`src/rtl/tsfb_pkg.sv`:
```
// ----------------------------------------------------------------------------
// tsfb_pkg
// Shared types and header constants for the TCP SYN frame builder.
// ----------------------------------------------------------------------------
`default_nettype none

package tsfb_pkg;

  // Configuration register indexes
  localparam logic [7:0] REG_SOURCE_MAC  = 8'd0;
  localparam logic [7:0] REG_TARGET_MAC  = 8'd1;
  localparam logic [7:0] REG_SOURCE_IPV4 = 8'd2;
  localparam logic [7:0] REG_DEST_IPV4   = 8'd3;

  // Fixed header fields
  localparam logic [15:0] ETHERTYPE_IPV4 = 16'h0800;
  localparam logic [7:0]  IP_VER_IHL     = 8'h45;
  localparam logic [7:0]  IP_TOS         = 8'd16;
  localparam logic [15:0] IP_TOTAL_LEN   = 16'd40;
  localparam logic [15:0] IP_ID          = 16'd10201;
  localparam logic [15:0] IP_FLAGS_FRAG  = 16'h4000;
  localparam logic [7:0]  IP_TTL         = 8'd64;
  localparam logic [7:0]  IP_PROTO_TCP   = 8'd6;
  localparam logic [15:0] TCP_SEG_LEN    = 16'd20;
  localparam logic [7:0]  TCP_DATA_OFS   = 8'h50;
  localparam logic [7:0]  TCP_FLAGS_SYN  = 8'h02;
  localparam logic [15:0] TCP_WINDOW     = 16'd5840;

  // Bytes of header ahead of the zero padding
  localparam int HDR_BYTES = 54;

  // Constant words of the IPv4 header sum (checksum word taken as zero)
  localparam logic [15:0] IP_CONST_SUM = 16'({IP_VER_IHL, IP_TOS} + IP_TOTAL_LEN
                                            + IP_ID + IP_FLAGS_FRAG
                                            + {IP_TTL, IP_PROTO_TCP});

  // Constant words of pseudoheader plus TCP header
  localparam logic [15:0] TCP_CONST_SUM = 16'({8'd0, IP_PROTO_TCP} + TCP_SEG_LEN
                                             + {TCP_DATA_OFS, TCP_FLAGS_SYN}
                                             + TCP_WINDOW);

  typedef struct packed {
    logic [47:0] source_mac;
    logic [47:0] target_mac;
    logic [31:0] source_ipv4;
    logic [31:0] dest_ipv4;
  } tsfb_cfg_t;

  typedef struct packed {
    logic [15:0] from_port;
    logic [15:0] to_port;
    logic [15:0] ip_csum;
    logic [15:0] tcp_csum;
  } tsfb_hdr_t;

endpackage

`default_nettype wire

```
`src/rtl/tsfb_csum.sv`:
```
// ----------------------------------------------------------------------------
// tsfb_csum
// Four-stage pipeline computing the IPv4 header and TCP checksums.
// ----------------------------------------------------------------------------
`default_nettype none

module tsfb_csum
  import tsfb_pkg::*;
(
  input  wire logic      clk,
  input  wire logic      rst,
  input  wire tsfb_cfg_t cfg,
  input  wire logic      in_valid,
  output logic           in_ready,
  input  wire logic [15:0] from_port,
  input  wire logic [15:0] to_port,
  output logic           hdr_valid,
  input  wire logic      hdr_ready,
  output tsfb_hdr_t      hdr
);

  logic        v1, v2, v3, v4;
  logic        rdy1, rdy2, rdy3, rdy4;

  logic [17:0] addr_sum;
  logic [16:0] port_sum;
  logic [15:0] sp1, dp1, sp2, dp2, sp3, dp3;
  logic [18:0] ip_raw, tcp_raw;
  logic [16:0] ip_f1, tcp_f1;

  assign rdy4     = !v4 || hdr_ready;
  assign rdy3     = !v3 || rdy4;
  assign rdy2     = !v2 || rdy3;
  assign rdy1     = !v1 || rdy2;
  assign in_ready = rdy1;

  always_ff @(posedge clk) begin
    if (rst) begin
      v1 <= 1'b0;
      v2 <= 1'b0;
      v3 <= 1'b0;
      v4 <= 1'b0;
    end else begin
      if (rdy1) v1 <= in_valid;
      if (rdy2) v2 <= v1;
      if (rdy3) v3 <= v2;
      if (rdy4) v4 <= v3;
    end
  end

  // Stage 1: address words and port words
  always_ff @(posedge clk) begin
    if (rdy1) begin
      addr_sum <= 18'(cfg.source_ipv4[31:16]) + 18'(cfg.source_ipv4[15:0])
                + 18'(cfg.dest_ipv4[31:16]) + 18'(cfg.dest_ipv4[15:0]);
      port_sum <= 17'(from_port) + 17'(to_port);
      sp1      <= from_port;
      dp1      <= to_port;
    end
  end

  // Stage 2: add the fixed words
  always_ff @(posedge clk) begin
    if (rdy2) begin
      ip_raw  <= 19'(addr_sum) + 19'(IP_CONST_SUM);
      tcp_raw <= 19'(addr_sum) + 19'(port_sum) + 19'(TCP_CONST_SUM);
      sp2     <= sp1;
      dp2     <= dp1;
    end
  end

  // Stage 3: first end-around carry fold
  always_ff @(posedge clk) begin
    if (rdy3) begin
      ip_f1  <= 17'(ip_raw[15:0]) + 17'(ip_raw[18:16]);
      tcp_f1 <= 17'(tcp_raw[15:0]) + 17'(tcp_raw[18:16]);
      sp3    <= sp2;
      dp3    <= dp2;
    end
  end

  // Stage 4: second fold cannot carry again; complement
  always_ff @(posedge clk) begin
    if (rdy4) begin
      hdr.ip_csum   <= ~(ip_f1[15:0] + 16'(ip_f1[16]));
      hdr.tcp_csum  <= ~(tcp_f1[15:0] + 16'(tcp_f1[16]));
      hdr.from_port <= sp3;
      hdr.to_port   <= dp3;
    end
  end

  assign hdr_valid = v4;

endmodule

`default_nettype wire

```
`src/rtl/tsfb_ser.sv`:
```
// ----------------------------------------------------------------------------
// tsfb_ser
// Frame serializer: one byte per beat from a held header, then zero padding.
// ----------------------------------------------------------------------------
`default_nettype none

module tsfb_ser
  import tsfb_pkg::*;
#(
  parameter int FRAME_BYTES = 64
) (
  input  wire logic      clk,
  input  wire logic      rst,
  input  wire tsfb_cfg_t cfg,
  input  wire logic      hdr_valid,
  output logic           hdr_ready,
  input  wire tsfb_hdr_t hdr,
  output logic           m_tvalid,
  input  wire logic      m_tready,
  output logic [7:0]     m_tdata,
  output logic           m_tlast
);

  localparam int CW = $clog2(FRAME_BYTES);
  localparam logic [CW-1:0] LAST_IDX = CW'(FRAME_BYTES - 1);
  localparam logic [CW-1:0] HDR_END  = CW'(HDR_BYTES);

  logic            busy;
  logic [CW-1:0]   cnt;
  tsfb_hdr_t       cur;
  logic            out_free;
  logic            emit;
  logic            at_last;
  logic [HDR_BYTES*8-1:0] hdr_vec;
  logic [7:0]      hdr_bytes [HDR_BYTES];
  logic [7:0]      byte_sel;

  assign out_free  = !m_tvalid || m_tready;
  assign emit      = busy && out_free;
  assign at_last   = (cnt == LAST_IDX);
  assign hdr_ready = !busy || (emit && at_last);

  assign hdr_vec = {cfg.target_mac, cfg.source_mac, ETHERTYPE_IPV4,
                    IP_VER_IHL, IP_TOS, IP_TOTAL_LEN, IP_ID, IP_FLAGS_FRAG,
                    IP_TTL, IP_PROTO_TCP, cur.ip_csum,
                    cfg.source_ipv4, cfg.dest_ipv4,
                    cur.from_port, cur.to_port, 32'd0, 32'd0,
                    TCP_DATA_OFS, TCP_FLAGS_SYN, TCP_WINDOW, cur.tcp_csum, 16'd0};

  always_comb begin
    for (int i = 0; i < HDR_BYTES; i++) begin
      hdr_bytes[i] = hdr_vec[(HDR_BYTES-1-i)*8 +: 8];
    end
    if (cnt < HDR_END) begin
      byte_sel = hdr_bytes[cnt];
    end else begin
      byte_sel = 8'd0;
    end
  end

  always_ff @(posedge clk) begin
    if (rst) begin
      busy     <= 1'b0;
      cnt      <= '0;
      m_tvalid <= 1'b0;
    end else begin
      // take the next header, possibly on the last beat of the current frame
      if (hdr_valid && hdr_ready) begin
        busy <= 1'b1;
        cnt  <= '0;
      end else if (emit) begin
        busy <= !at_last;
        cnt  <= at_last ? '0 : cnt + 1'b1;
      end
      if (emit) begin
        m_tvalid <= 1'b1;
      end else if (m_tready) begin
        m_tvalid <= 1'b0;
      end
    end
  end

  always_ff @(posedge clk) begin
    if (hdr_valid && hdr_ready) cur <= hdr;
    if (emit) begin
      m_tdata <= byte_sel;
      m_tlast <= at_last;
    end
  end

endmodule

`default_nettype wire

```
`src/rtl/tcp_syn_frame_builder.sv`:
```
// ----------------------------------------------------------------------------
// tcp_syn_frame_builder
// Builds an Ethernet II / IPv4 / TCP SYN frame for each port pair received.
// ----------------------------------------------------------------------------
// Each input beat carries a TCP source and destination port; the block answers
// with FRAME_BYTES output beats, one frame byte each in wire order, tlast on
// the final one. MAC and IPv4 addresses come from the configuration registers
// (0 source MAC, 1 target MAC, 2 source IPv4, 3 dest IPv4; other indexes are
// ignored). Both checksums are computed in a four-stage pipeline, after which the
// serializer takes the header and registers one frame byte per beat out, stalling
// while m_tready is low; up to four further port pairs queue in the pipeline
// meanwhile. Write configuration only while no frame is pending.
`default_nettype none

module tcp_syn_frame_builder
  import tsfb_pkg::*;
#(
  parameter int FRAME_BYTES = 64
) (
  input  wire logic        clk,
  input  wire logic        rst,
  input  wire logic        cfg_valid,
  output logic             cfg_ready,
  input  wire logic [7:0]  cfg_index,
  input  wire logic [47:0] cfg_data,
  input  wire logic        s_tvalid,
  output logic             s_tready,
  input  wire logic [31:0] s_tdata,   // [15:0] from_port, [31:16] to_port
  output logic             m_tvalid,
  input  wire logic        m_tready,
  output logic [7:0]       m_tdata,   // [7:0] frame_byte
  output logic             m_tlast
);

  tsfb_cfg_t cfg;
  tsfb_hdr_t hdr;
  logic      hdr_valid;
  logic      hdr_ready;

  assign cfg_ready = 1'b1;

  always_ff @(posedge clk) begin
    if (rst) begin
      cfg <= '0;
    end else if (cfg_valid) begin
      unique case (cfg_index)
        REG_SOURCE_MAC:  cfg.source_mac  <= cfg_data;
        REG_TARGET_MAC:  cfg.target_mac  <= cfg_data;
        REG_SOURCE_IPV4: cfg.source_ipv4 <= cfg_data[31:0];
        REG_DEST_IPV4:   cfg.dest_ipv4   <= cfg_data[31:0];
        default: ;
      endcase
    end
  end

  tsfb_csum u_csum (
    .clk       (clk),
    .rst       (rst),
    .cfg       (cfg),
    .in_valid  (s_tvalid),
    .in_ready  (s_tready),
    .from_port (s_tdata[15:0]),
    .to_port   (s_tdata[31:16]),
    .hdr_valid (hdr_valid),
    .hdr_ready (hdr_ready),
    .hdr       (hdr)
  );

  tsfb_ser #(
    .FRAME_BYTES (FRAME_BYTES)
  ) u_ser (
    .clk       (clk),
    .rst       (rst),
    .cfg       (cfg),
    .hdr_valid (hdr_valid),
    .hdr_ready (hdr_ready),
    .hdr       (hdr),
    .m_tvalid  (m_tvalid),
    .m_tready  (m_tready),
    .m_tdata   (m_tdata),
    .m_tlast   (m_tlast)
  );

endmodule

`default_nettype wire

```
`config.mk`:
```
export PLATFORM = sky130hd
export DESIGN_NAME = tcp_syn_frame_builder
export DESIGN_NICKNAME = d
export VERILOG_FILES = /design/src/rtl/tsfb_pkg.sv /design/src/rtl/tsfb_csum.sv /design/src/rtl/tsfb_ser.sv /design/src/rtl/tcp_syn_frame_builder.sv
export SDC_FILE = /design/constraint.sdc
export NUM_CORES = 1
export LEC_CHECK = 0
export BUFFER_PORTS_ARGS = -buffer_cell sky130_fd_sc_hd__clkbuf_2
export CORE_ASPECT_RATIO = 1.5
export CORE_MARGIN = 10
export CORE_UTILIZATION = 35
export CTS_BUF_LIST = sky130_fd_sc_hd__clkbuf_2
export CTS_CLUSTER_SIZE = 28
export DETAILED_ROUTE_END_ITERATION = 16
export GPL_TIMING_DRIVEN = 1
export PLACE_DENSITY = 0.57
export SLEW_MARGIN = 5
export SYNTH_ARGS = -nofsm -noshare
export SYNTH_HDL_FRONTEND = slang
export SYNTH_HIERARCHICAL = 1
export SYNTH_SLANG_ARGS = --single-unit
export TNS_END_PERCENT = 20
```
`constraint.sdc`:
```
create_clock -name clk -period 7.5 [get_ports clk]
set_input_delay 0.375 -clock clk [delete_from_list [all_inputs] [get_ports clk]]
set_output_delay 0.375 -clock clk [all_outputs]
set_load 0.005 [all_outputs]
```
* After elaboration in Yosys (flattened, before gate mapping)
Index checks and enable logic that the tools add are counted.
Word-level totals: logic and storage cells 86, input bits 93, bits in registers 512
Operators by class: reductions and logical operators 24, bitwise operators 3, magnitude comparators 2, add/subtract/negate cells 12, muxes and demuxes 8, equal/unequal tests 4
Operators by type and width (count):
- binary-select mux 8 bit (select 6 bit) | 1
- adder 18 x 16 -> 18 bit | 2
- adder 16 x 16 -> 17 bit | 2
- adder 16 x 3 -> 17 bit | 2
- adder 16 x 1 -> 16 bit | 2
- NOT 16 bit | 2
- adder 18 x 16 -> 19 bit, second input constant | 1
- adder 18 x 17 -> 19 bit | 1
- adder 19 x 15 -> 19 bit, second input constant | 1
- equality test 8 x 2 -> 1 bit, second input constant | 2
- 2-to-1 mux 8 bit | 2
- equality test 8 x 1 -> 1 bit, second input constant | 1
- zero test 8 bit | 1
- AND reduction 2 bit | 4
- greater-or-equal comparator 7 bit, second input constant | 1
- zero test 1 bit | 7
- NOT 6 -> 7 bit | 1
- adder 6 x 1 -> 6 bit, second input constant | 1
- equality test 6 bit, second input constant | 1
- logical OR 1 bit | 6
- less-than comparator 6 bit, second input constant | 1
- 2-to-1 mux 6 bit | 1
- 2-to-1 mux 1 bit | 4
- nonzero test 2 bit | 2
- 2 further kinds | 4

* Longest topological paths before layout
word-level depth 9, mapped depth 12, gate-level depth less buffers 12

* Cells and area by module
The synthesis kept the hierarchy.
Modules (own cells, without submodules):
- tsfb_csum | area an instance 13185.1 um2, instances 1, cells an instance 972
- tcp_syn_frame_builder | area an instance 6379.9 um2, instances 1, cells an instance 576
- tsfb_ser | area an instance 4898.4 um2, instances 1, cells an instance 375

* Least setup slack after synthesis
OpenSTA, ideal clock, no wires.
path kind register to register, start point register cfg[1] (netlist name), end point register u_csum.addr_sum[15] (data pin), setup time 0.261 ns, buffers on the path 0, cell stages (with the launch flop) 13, data required time 7.239 ns, arrival 3.184 ns, path slack 4.056 ns, path through dfxtp_1 inv_1 fa_1 inv_1 fa_1 ha_1 fa_1 a21oi_1 o211ai_2 a311o_1 a21oi_2 nor2_1 a311o_1
On the way: cells in the longest elaborated chain, start to end 1
Ends and longest elaborated chain:
- adder 18 x 16 -> 18 bit | RTL line tsfb_csum.sv:55 | + 18'(cfg.dest_ipv4[31:16]) + 18'(cfg.dest_ipv4[15:0]);
- to (signal assigned) | RTL line tsfb_csum.sv:54 | addr_sum <= 18'(cfg.source_ipv4[31:16]) + 18'(cfg.source_ipv4[15:0])
- to (decl) | RTL line tsfb_csum.sv:25 | logic [17:0] addr_sum;
Every way passes these cells. A chain may end at the register's enable or synchronous reset.

* Worst setup path in the final report
start point register u_ser.cnt[1], end point output s_tready
On the way: cells in the longest elaborated chain, start to end 7
Ends and longest elaborated chain:
- from (decl) | RTL line tsfb_ser.sv:29 | logic [CW-1:0] cnt;
- from (signal assigned) | RTL line tsfb_ser.sv:73 | cnt <= at_last ? '0 : cnt + 1'b1;
- equality test 6 bit | RTL line tsfb_ser.sv:40 | assign at_last = (cnt == LAST_IDX);
- logical AND 1 bit | RTL line tsfb_ser.sv:41 | assign hdr_ready = !busy || (emit && at_last);
- logical OR 1 bit | RTL line tsfb_ser.sv:41
- via hdr_ready | RTL line tcp_syn_frame_builder.sv:38 | logic hdr_ready;
- logical OR 1 bit | RTL line tsfb_csum.sv:31 | assign rdy4 = !v4 || hdr_ready;
- logical OR 1 bit | RTL line tsfb_csum.sv:32 | assign rdy3 = !v3 || rdy4;
- logical OR 1 bit | RTL line tsfb_csum.sv:33 | assign rdy2 = !v2 || rdy3;
- logical OR 1 bit | RTL line tsfb_csum.sv:34 | assign rdy1 = !v1 || rdy2;
- to (decl) | RTL line tcp_syn_frame_builder.sv:27 | output logic s_tready,
The timed path passes the listed nets, and every way through them passes these cells.

==> summary.md <==
| Metric | Value |
|---|---|
| Syn Std Cell Area | `24500 sq um` |
| Critical Path Fanout Max | `68` |
| Dominant synthesized flop cell | `edfxtp_1` |
| Drt drc | `0` |
| Setup CP Type | `flip-flop to output port` |
| Setup Buffers After CTS | `0` |
| CTS tree | `done` |
| Initial antenna violation count | `2` |
| Post-synth top area cell | `edfxtp_1` |
| Worst-case reg-to-reg path depth | `12` |
| Pwr dens | `204 nW/um^2` |
| Slowest stage delay, CP | `0.80 ns` |
| Chip width | `236 um` |
| Post-layout min period | `4.83 ns` |
| Reg area | `13700 sq um` |
| Setup TNS | `0 ns` |
| Initial Utilization | `35.3%` |
| Clock latency on the worst-skew pair | `1.22 ns` |
| Largest net degree at the start of global routing | `90` |
| Synth top area share | `41.7%` |
| VDD IR-drop max | `114 uV` |
| Final Util | `41.0%` |
| Relative slew slack | `38.6%` |
| Setup-failing EPs final | `0` |
| Die height | `344 um` |
| Wire per inst | `19.9 um` |
| Setup ws final | `2.67 ns` |
| Max Cap Viol | `0` |
| Post-synthesis register bit count | `512` |
| Global-route wire length before repair | `98300 um` |
| Total GRT Usage | `15.7%` |
| Worst min-delay path class | `input pin to flip-flop` |
| Worst-path clk slew | `0.12 ns` |
| Core ar. | `69200 sq um` |
| CP required | `7.12 ns` |
| Final cell count without fillers | `3240` |
| FF-to-FF setup slack | `3.70 ns` |
| Asr flop ratio synth | `0%` |
| Worst Path Arrival | `4.45 ns` |
| Max clock buf depth | `3` |
| Layout Skew | `0.111 ns` |
| Worst-margin pin slew | `0.920 ns` |
| Slowest cell on the critical path | `dfxtp_4` |
| Clock Sinks | `512` |
| Final Hold Fails | `0` |
| GRT Residual Overflow | `0` |
| Cells after Synth | `1923` |
| Post-DP HPWL | `45700 um` |
| Post-synth EDFFs | `340` |
| Cells along the critical path | `ha_1 -> nand4_1 -> o21ai_0 -> nor2b_1 -> and3_1 -> nand2_4 -> clkbuf_2` |
| Die Area | `81100 sq um` |
| Placed Cells | `2870` |
| Synth cell types | `85` |
| Post_cts resized | `0` |
| H-tree levels | `3` |
| Critical path buffer and inverter count | `1` |
| Final antenna-violating net count | `0` |
| Max Slew Vio Count | `0` |
| Critical path depth | `7` |
| Gpl congestion | `0.921` |
| Initial DRC count | `873` |
| Maximum clock rate | `0.207 GHz` |
| Root Buffer | `clkbuf_2` |
| Period utilisation layout | `64.3%` |
| Hold Crit Depth | `4` |
| Post-synthesis sequential area ratio | `55.8%` |
| CTS Buf Count | `121` |
| Routed WL | `64400 um` |
| I/O pin total | `105` |
| P&R area growth vs syn | `16.2%` |
| Layout cells sized above 1 | `16.4%` |
| # fillers | `6550` |
| Crit-path leading delay family | `simple AND/OR/NAND/NOR gates` |
| Pre-CTS setup slack | `3.81 ns` |
| CP Capture Type | `output port` |
| Status | `finished, final reports clean` |
| RSZ-0062 raised after global routing | `no` |
| Drt pass-1 iters | `5` |
| Critical path startpoint category | `flip-flop` |
| Multi-input logic area | `9760 sq um` |
| Vias in the first global route | `16800` |
| PortBufs | `103` |
| Hold Slack | `0.167 ns` |
| Top post-synthesis cells by area | `edfxtp_1, dfxtp_1, mux2i_1` |
| Via-per-instance ratio | `4.90` |
| Nets | `2451` |
| Core Rows | `118` |
| Yosys warns | `6` |
| Synthesized area per cell | `12.7 sq um` |
| Leak pwr | `11.5 nW` |
| Vias | `15900` |
| Post-Syn Nets | `2135` |
worst register-to-register path: cells and delay by family (launching register included):
| kind | cells | cell delay [ns] |
|---|---|---|
| and+or+nand+nor | 1 | 0.07 |
| adders and majority gates | 4 | 1.66 |
| buffers and inverters | 2 | 0.13 |
| AOI/OAI and AO/OA | 5 | 1.24 |
| DFF | 1 | 0.37 |
metal layers:
| metal | global-route usage (%) | vias to the layer above | wire, um |
|---|---|---|---|
| met5 | 0 | - | 0 |
| met1 | 16.8 | 7731 | 24600 |
| met2 | 28.7 | 457 | 34400 |
| met4 | 8.63 | 0 | 2900 |
| met3 | 2.66 | 126 | 2480 |
| li1 | - | 7560 | - |
cell usage after synthesis (all sizes together) (9+ instances only):
library cell  number
edfxtp           340
nand2b           216
mux2i            188
dfxtp            172
inv              165
ha                83
nand2             75
xnor2             70
a21oi             65
nor2              63
xor2              43
buf               40
nand3             39
fa                36
mux4              33
o21ai             33
clkbuf            32
a21o              23
nor3              21
and3              16
nand4             15
nor2b             14
mux2              12
o211ai            12
a211oi            11
o31ai              9
where the power goes:
| group | leakage, nW | total [mW] | switching [mW] | internal [mW] |
|---|---|---|---|---|
| Clock | 0.846 | 1.79 | 1.13 | 0.662 |
| Combinational | 5.80 | 0.630 | 0.333 | 0.297 |
| Sequential | 4.90 | 3.38 | 0.116 | 3.26 |
| Total | 11.5 | 5.80 | 1.58 | 4.22 |
logic make-up after synthesis:
group                      share of synthesized area [%]
buffers and inverters                               4.34
other                                             0.0153
AOI/OAI and AO/OA                                   6.20
DFF                                                 55.8
muxes                                               11.3
adders and majority gates                           7.19
and+or+nand+nor                                     11.1
xor gates and xnor gates                            4.05
sequential cells by signal (all words and copies together), names as in the netlist:
signal and cells:
cfg 160, u_csum/addr_sum 18, u_csum/dp1 16, u_csum/dp2 16, u_csum/dp3 16, u_csum/hdr 64, u_csum/hdr_valid 1, u_csum/ip_f1 17
u_csum/ip_raw 19, u_csum/port_sum 17, u_csum/sp1 16, u_csum/sp2 16, u_csum/sp3 16, u_csum/tcp_f1 17, u_csum/tcp_raw 19, u_csum/v1 1
u_csum/v2 1, u_csum/v3 1, u_ser/busy 1, u_ser/cnt 6, u_ser/cur 64, u_ser/m_tdata 8, u_ser/m_tlast 1, u_ser/m_tvalid 1
layout make-up:
cell class / count / area share (%)
timing repair buffer: 265 / 7.45
clock inverter: 43 / 0.814
clock buffer: 177 / 3.12
sequential: 512 / 48.1
antenna: 4 / 0.0352
inverter: 167 / 2.21
multi-input combinational: 1172 / 34.4
tap: 900 / 3.96
worst paths after layout:
check                                    from                  end
worst max-delay path             u_ser/cnt[1]             s_tready
worst min-delay path             cfg_data[19]              cfg[83]
worst max register to register         cfg[1]  u_csum/addr_sum[15]
worst min register to register  u_csum/hdr[7]         u_ser/cur[7]
placed cells by master, fill, tap and decap left out, drive strengths merged, types with 39 or more instances in the layout:
master / instances
edfxtp: 340
clkbuf: 279
nand2b: 216
mux2i: 188
dfxtp: 172
inv: 169
dlygate4sd3: 145
ha: 83
nand2: 75
xnor2: 70
a21oi: 65
nor2: 63
xor2: 43
clkinv: 40
nand3: 39
stage by stage:
stage	power (mW)	area [sq um]
after floorplan	3.81	24500
after global placement	4.00	25800
after detailed placement	4.02	25800
after CTS	5.89	28400
after global routing	6.13	28400
final	5.80	28400
repair_timing:
action                                  4_1_cts  5_1_grt
hold buffers                                146        0
hold endpoints to repair                    221        0
endpoints found under the setup margin        0        0
Note: power is estimated with default switching activity, not from simulation.
